### src/hw/rtl/trl_pkg.sv
// ----------------------------------------------------------------------------
// Trilateration package
// Shared types, register indexes and widths for the trilateration solver.
// ----------------------------------------------------------------------------
package trl_pkg;

	localparam int QuoW = 32;  // quotient bits resolved by the cell row
	localparam int DenW = 37;  // magnitude of the determinant
	localparam int NumW = 52;  // magnitude of a Cramer numerator

	typedef logic [2:0] cfg_index_t;

	localparam cfg_index_t REG_ANCHOR0_X = 3'd0;
	localparam cfg_index_t REG_ANCHOR0_Y = 3'd1;
	localparam cfg_index_t REG_ANCHOR1_X = 3'd2;
	localparam cfg_index_t REG_ANCHOR1_Y = 3'd3;
	localparam cfg_index_t REG_ANCHOR2_X = 3'd4;
	localparam cfg_index_t REG_ANCHOR2_Y = 3'd5;

	typedef enum logic [1:0] {
		FIX_OK       = 2'd0,
		FIX_DET_ZERO = 2'd1,
		FIX_SAT      = 2'd2
	} fix_status_t;

	typedef struct packed {
		logic [14:0] dist0;
		logic [14:0] dist1;
		logic [14:0] dist2;
	} trl_in_t;

	typedef struct packed {
		logic signed [31:0] pos_x;
		logic signed [31:0] pos_y;
		logic [1:0]         fix_status;
	} trl_out_t;

	// State of one division lane as it travels along the cell row.
	typedef struct packed {
		logic [DenW-1:0] rem;
		logic [QuoW-1:0] num;
		logic [QuoW-1:0] quo;
		logic [DenW-1:0] den;
		logic            neg;
		logic            ovf;
	} trl_lane_t;

endpackage

### src/hw/rtl/trl_div_cell.sv
// ----------------------------------------------------------------------------
// Division cell
// Resolves one quotient bit of a restoring division and passes the lane on.
// ----------------------------------------------------------------------------
module trl_div_cell import trl_pkg::*; (
	input  logic      clk,
	input  logic      en,
	input  trl_lane_t lane_i,
	output trl_lane_t lane_q
);

	logic [DenW:0]   trial;
	logic            ge;
	logic [DenW-1:0] rem_next;

	always_comb begin
		trial    = {lane_i.rem, lane_i.num[QuoW-1]};
		ge       = (trial >= {1'b0, lane_i.den});
		rem_next = ge ? DenW'(trial - {1'b0, lane_i.den}) : trial[DenW-1:0];
	end

	always_ff @(posedge clk) begin
		if (en) begin
			lane_q.rem <= rem_next;
			lane_q.num <= {lane_i.num[QuoW-2:0], 1'b0};
			lane_q.quo <= {lane_i.quo[QuoW-2:0], ge};
			lane_q.den <= lane_i.den;
			lane_q.neg <= lane_i.neg;
			lane_q.ovf <= lane_i.ovf;
		end
	end

endmodule

### config.mk
export PLATFORM = sky130hd
export DESIGN_NAME = trl_div_cell
export DESIGN_NICKNAME = d
export VERILOG_FILES = /design/src/hw/rtl/trl_pkg.sv /design/src/hw/rtl/trl_div_cell.sv
export SDC_FILE = /design/constraint.sdc
export NUM_CORES = 1
export LEC_CHECK = 0
export ABC_AREA = 1
export BUFFER_PORTS_ARGS = -buffer_cell sky130_fd_sc_hd__buf_4
export CAP_MARGIN = 40
export CORE_AREA = 2 2 123 125
export CTS_CLUSTER_DIAMETER = 120
export CTS_CLUSTER_SIZE = 30
export DETAILED_ROUTE_END_ITERATION = 16
export DIE_AREA = 0 0 125 127
export PLACE_DENSITY = 0.95
export SYNTH_ARGS = -nofsm -noshare
export SYNTH_HDL_FRONTEND = slang
export SYNTH_SLANG_ARGS = --single-unit
### constraint.sdc
create_clock -name clk -period 3.7 [get_ports clk]
set_input_delay 0.37 -clock clk [delete_from_list [all_inputs] [get_ports clk]]
set_output_delay 0.37 -clock clk [all_outputs]
set_load 0.05 [all_outputs]
# --- Word-level counts from Yosys, hierarchy flattened ---
# Index checks and enable logic that the tools add are counted.
totals:
  latch_bits: 0
  input_bits: 142
  ram_bits: 0
  mem_bits_ro: 0
  n_memories: 0
  out_inout_bits: 140
  word_cells: 9
  ff_bits: 139
op_classes:
  eq_ne: 0
  n_shift: 0
  n_addsub: 1
  n_reduce_logical: 0
  bitwise_logic: 0
  n_mux: 1
  div_mod_pow: 0
  magnitude_cmp: 1
  mul: 0
op_table:
  columns: ["operator", "count"]
  rows:
  - [">= comparator 38 x 37 -> 1 bit", 1]
  - ["2-to-1 mux 37 bit", 1]
  - ["subtractor 37 bit", 1]

# --- Logic depth before layout (Yosys ltp) ---
logic_depth:
  ltp_word: 2
  depth_mapped: 16
  ltp_nobuf: 15

# --- Worst setup path before layout ---
# Ideal clock, no wire load.
synth_timing:
  kind: "input -> register"
  startpoint: "input lane_i[102] (netlist bit)"
  endpoint: "register lane_q[129] (netlist bit) (data pin)"
  arrival_time_ns: 1.897
  required_ns: 3.570
  path_buffers: 1
  setup_slack_ns: 1.673
  cell_stages: 14
  setup_ns: 0.130
  cell_sequence: "inv_1 -> ha_1 -> inv_1 -> fa_1 -> nand2_1 -> nand3_2 -> nand2_1 -> nand3_2 -> nand2_1 -> nand2_2 -> nand2_4 -> buf_6 -> nand3_1 -> nand2_1"
synth_between:
  elab_chain_cells: 2
  word_cells_on_any_way: 3
  cone_classes: "1 x add/sub; 1 x order compare; 1 x mux"
synth_lines:
  columns: ["item", "line_no", "text"]
  rows:
  - ["from (decl)", "trl_div_cell.sv:8", "input trl_lane_t lane_i,"]
  - ["subtractor 37 bit or >= comparator 38 x 37 -> 1 bit (tied branches)", "trl_div_cell.sv:19, trl_div_cell.sv:18", null]
  - ["2-to-1 mux 37 bit (*)", "trl_div_cell.sv:19", "rem_next = ge ? DenW'(trial - {1'b0, lane_i.den}) : trial[DenW-1:0];"]
  - ["net rem_next[26]", "trl_div_cell.sv:14", "logic [DenW-1:0] rem_next;"]
  - ["to (decl)", "trl_div_cell.sv:9", "output trl_lane_t lane_q"]
# Mark *: on every way through the listed nets, which the timed path passes. The rest lies on a longest branch.
# A chain may end at the register's enable or synchronous reset.

# --- Worst setup path in the final report ---
layout_timing:
  startpoint: "input lane_i[18] (netlist bit)"
  endpoint: "register lane_q[125] (netlist bit) (data pin)"
# Same word-level chain as after synthesis.

==> flow_summary.html <==
<table>
<tr><th>Metric</th><th>Value</th></tr>
<tr><th colspan="2">Cells and area</th></tr>
<tr><td>Most common library cell in the layout ignoring fill and taps</td><td>sky130_fd_sc_hd__nand2_1</td></tr>
<tr><td>Seq. cell area</td><td>4170 um^2</td></tr>
<tr><td>Antenna Cells</td><td>0</td></tr>
<tr><td>Multi-input gate area in the final layout</td><td>between 2000 and 3000 um^2</td></tr>
<tr><td>Layout fillers</td><td>~1000</td></tr>
<tr><td>Final Instance Count excl. Fillers</td><td>~1400</td></tr>
<tr><td>Top Registers</td><td>lane_q: 139 flops</td></tr>
<tr><td>Share of final-layout standard cells stronger than drive strength 1</td><td>~29%</td></tr>
<tr><td>Area of all placed cells without fillers</td><td>~11000 um^2</td></tr>
<tr><td>Post-layout nets</td><td>approximately 1300</td></tr>
<tr><td>Most flops, register</td><td>lane_q</td></tr>
<tr><td>Area growth syn-to-layout</td><td>36.8%</td></tr>
<tr><td>Number of flip-flops under the largest register name</td><td>roughly 140</td></tr>
<tr><td>Top library cells by usage in the layout, fill and taps aside</td><td>291 x sky130_fd_sc_hd__nand2_1, 279 x sky130_fd_sc_hd__buf_4, 143 x sky130_fd_sc_hd__inv_1</td></tr>
<tr><td>Utilization after layout</td><td>roughly 73%</td></tr>
<tr><th colspan="2">Clocking</th></tr>
<tr><td>TritonCTS clock tree</td><td>built</td></tr>
<tr><td>Post-CTS Setup Bufs</td><td>0</td></tr>
<tr><td>Number of clock sinks</td><td>approximately 140</td></tr>
<tr><td>Hold buffer count at CTS</td><td>0</td></tr>
<tr><td>Resized cells post-CTS</td><td>0</td></tr>
<tr><td>Clock edge transition at the registers on the reported setup and hold paths</td><td>about 0.06 ns</td></tr>
<tr><td>Clock root buffer</td><td>sky130_fd_sc_hd__clkbuf_16</td></tr>
<tr><td>Buffer depth of the longest clock path</td><td>2</td></tr>
<tr><td>CTS Buf Count</td><td>17</td></tr>
<tr><td>Clock H-tree levels</td><td>4</td></tr>
<tr><th colspan="2">Critical path</th></tr>
<tr><td>Crit Path Category</td><td>in -&gt; reg</td></tr>
<tr><td>Arrival time reported for the critical path endpoint</td><td>2.58 ns</td></tr>
<tr><td>Kind of end point of the critical path</td><td>flop</td></tr>
<tr><td>Startpoint types</td><td>primary input</td></tr>
<tr><td>Worst-path maximum fanout</td><td>29</td></tr>
<tr><td>Required time at the endpoint of the critical path</td><td>between 3 and 4 ns</td></tr>
<tr><th colspan="2">STA</th></tr>
<tr><td>Worst slew margin relative to its limit</td><td>52.3%</td></tr>
<tr><td>Achievable Freq</td><td>0.415 GHz</td></tr>
<tr><td>Tightest Pin Transition</td><td>0.715 ns</td></tr>
<tr><td>Final Hold Fails</td><td>0</td></tr>
<tr><td>Total negative slack for setup checks</td><td>0 ns</td></tr>
<tr><td>Crit share post-route</td><td>around two thirds</td></tr>
<tr><td>Final setup slack of the worst path</td><td>about 1.3 ns</td></tr>
<tr><td>Clock period minus final worst setup slack</td><td>roughly 2.4 ns</td></tr>
<tr><td>Max Slew Vio Count</td><td>0</td></tr>
<tr><td>Number of failing setup endpoints in the final timing report</td><td>0</td></tr>
<tr><td>RSZ-0062 raised after global routing</td><td>no</td></tr>
<tr><td>Worst hold margin</td><td>approximately 0.11 ns</td></tr>
<tr><th colspan="2">Global route</th></tr>
<tr><td>Antenna violations before repair</td><td>0</td></tr>
<tr><td>Wire length of the first global-routing pass</td><td>about 38000 um</td></tr>
<tr><td>Remaining global-route overflow</td><td>0</td></tr>
<tr><td>Aggregate global-route resource usage</td><td>a little under a third</td></tr>
<tr><td>Vias in the first global route</td><td>7021</td></tr>
<tr><td>Largest net degree at the start of global routing</td><td>88</td></tr>
<tr><th colspan="2">Synthesis</th></tr>
<tr><td>Synth Instances</td><td>roughly 870</td></tr>
<tr><td>Mean cell area of the mapped netlist</td><td>~8.8 um^2</td></tr>
<tr><td>Synthesis-stage register bit count</td><td>~140</td></tr>
<tr><td>Share of Yosys cell area claimed by the top area cell type</td><td>between 50 and 60%</td></tr>
<tr><td>Ys Warns</td><td>0</td></tr>
<tr><td>Count of unique library cells instantiated by Yosys</td><td>32</td></tr>
<tr><td>Most frequently used flop master after synthesis</td><td>sky130_fd_sc_hd__edfxtp_1</td></tr>
<tr><td>EDFF count, synth</td><td>between 100 and 150</td></tr>
<tr><td>Biggest area contributors in the synthesized netlist</td><td>sky130_fd_sc_hd__edfxtp_1 54%, sky130_fd_sc_hd__nand2_1 14%, sky130_fd_sc_hd__inv_1 7.0%, sky130_fd_sc_hd__ha_1 6.0%, sky130_fd_sc_hd__nand3_1 5.3%</td></tr>
<tr><td>Library cell occupying the most area in the post-synthesis netlist</td><td>sky130_fd_sc_hd__edfxtp_1</td></tr>
<tr><td>Async S/R FF share, synth</td><td>0%</td></tr>
<tr><td>Sequential element share of the synthesized area</td><td>54.1%</td></tr>
<tr><td>Post-synthesis net count</td><td>roughly 1100</td></tr>
<tr><td>Netlist area before placement</td><td>7710 um^2</td></tr>
<tr><th colspan="2">Routing</th></tr>
<tr><td>Routed vias</td><td>7126</td></tr>
<tr><td>Antenna Nets Post-Route</td><td>0</td></tr>
<tr><td>Final routed wire length divided by cell count</td><td>18.6 um</td></tr>
<tr><td>Via density</td><td>5.25</td></tr>
<tr><td>Iteration count of the initial detailed-routing pass</td><td>5</td></tr>
<tr><td>Violation count after the first detailed-route iteration</td><td>between 600 and 700</td></tr>
<tr><td>Final routed DRC violation total</td><td>0</td></tr>
<tr><td>Final Routed Wirelength</td><td>25200 um</td></tr>
<tr><th colspan="2">Place</th></tr>
<tr><td>Post-detailed-placement half-perimeter wirelength</td><td>18400 um</td></tr>
<tr><td>Placer congestion estimate</td><td>approximately 0.94</td></tr>
<tr><td>Post-placement cell count</td><td>about 1300</td></tr>
<tr><td>Placed cell area</td><td>9980 um^2</td></tr>
<tr><td>Worst setup slack before clock tree synthesis</td><td>between 0.8 and 0.9 ns</td></tr>
<tr><td>Port Buffer Count</td><td>~280</td></tr>
<tr><th colspan="2">Power and ir drop</th></tr>
<tr><td>Internal power</td><td>~3.3 mW</td></tr>
<tr><td>Proportion of power drawn by combinational gates</td><td>30.1%</td></tr>
<tr><td>Cell leakage power</td><td>roughly 5.3 nW</td></tr>
<tr><td>Flop pwr share</td><td>a little under two fifths</td></tr>
<tr><td>Sw Ratio</td><td>between 30% and 40%</td></tr>
<tr><td>Sw Pwr</td><td>1.85 mW</td></tr>
<tr><td>PwrDens</td><td>491 nW/um^2</td></tr>
<tr><td>Peak supply drop</td><td>~0.00028 V</td></tr>
<tr><td>Total power of the final layout</td><td>about 5.2 mW</td></tr>
<tr><td>Clock group share of total power</td><td>a little under a third</td></tr>
<tr><th colspan="2">Die</th></tr>
<tr><td>Top Ports</td><td>282</td></tr>
<tr><td>Placeable Area</td><td>roughly 14000 um^2</td></tr>
<tr><td>Die area</td><td>approximately 16000 um^2</td></tr>
<tr><td>Die boundary height</td><td>about 130 um</td></tr>
<tr><td>Starting density of the core</td><td>53.5%</td></tr>
<tr><td>Die outline width</td><td>approximately 130 um</td></tr>
<tr><td>Site Rows</td><td>44</td></tr>
<tr><th colspan="2">Min path</th></tr>
<tr><td>Hold Path Class</td><td>in -&gt; reg</td></tr>
<tr><th colspan="2">Run status</th></tr>
<tr><td>Run status</td><td>finished clean</td></tr>
<tr><th colspan="2">Run</th></tr>
<tr><td>Number of maximum-capacitance constraint violations</td><td>0</td></tr>
</table>
-- synthesized netlist by cell type (all sizes together) (6+ instances only) --
library cell and number:
xor2 18, buf 11, o21ai 6, a21oi 27, nor2 72, o21bai 6
inv 148, edfxtp 139, ha 37, nand3 83, nand2 297, nor3 8
nand3b 9
-- area by class of cell --
type,instances,area share (%)
multi-input combinational,573,27.4
clock inverter,14,1.31
inverter,149,5.30
sequential,139,39.6
timing repair buffer,281,20.2
clock buffer,18,4.07
tap,184,2.18
-- worst paths after layout --
path / startpoint / to / slack [ns] / depth (start not counted)
worst max-delay path: lane_i[18] / lane_q[125] / 1.29 / 14
worst min-delay path: lane_i[63] / lane_q[64] / 0.11 / 1
-- worst max-delay path, stage by stage --
cell                      delay (ns)
sky130_fd_sc_hd__buf_4          0.09
sky130_fd_sc_hd__inv_1          0.06
sky130_fd_sc_hd__ha_1           0.36
sky130_fd_sc_hd__nand2_1        0.15
sky130_fd_sc_hd__inv_1          0.05
sky130_fd_sc_hd__nand2_1        0.06
sky130_fd_sc_hd__nand2_1        0.09
sky130_fd_sc_hd__a21oi_2        0.25
sky130_fd_sc_hd__nand2_1        0.08
sky130_fd_sc_hd__nand2_1        0.07
sky130_fd_sc_hd__nand4_2        0.28
sky130_fd_sc_hd__buf_4          0.38
sky130_fd_sc_hd__nand3_1        0.17
sky130_fd_sc_hd__nand2_1        0.09
-- layer usage --
metal  GRT usage, %  up-vias  share of wire (%)
met5              0        -                  0
met4           12.6        0                3.5
met3           9.30       64                8.9
met2           55.2      383                 50
met1           35.2     3279                 37
li1               -     3400                  -
-- cell families after synthesis --
| family | Yosys count | synth area share [%] |
|---|---|---|
| fa+ha+maj | 38 | 6.26 |
| other cells | 1 | 0.0486 |
| flops | 139 | 54.1 |
| xor+xnor | 19 | 2.16 |
| simple gates | 473 | 25.9 |
| compound gates | 42 | 3.07 |
| buf+inv | 160 | 8.40 |
-- power groups by stage --
| stage | logic [mW] | clock network, mW | registers (mW) |
|---|---|---|---|
| 2_1_floorplan | 0.445 | 0 | 2.54 |
| 3_3_place_gp | 1.50 | 0 | 1.99 |
| 3_5_place_dp | 1.53 | 0 | 2.00 |
| 4_1_cts | 1.55 | 1.65 | 1.98 |
| 5_1_grt | 1.64 | 1.71 | 1.99 |
| 6_report | 1.56 | 1.65 | 1.98 |
Power figures use the tool's default switching activity.
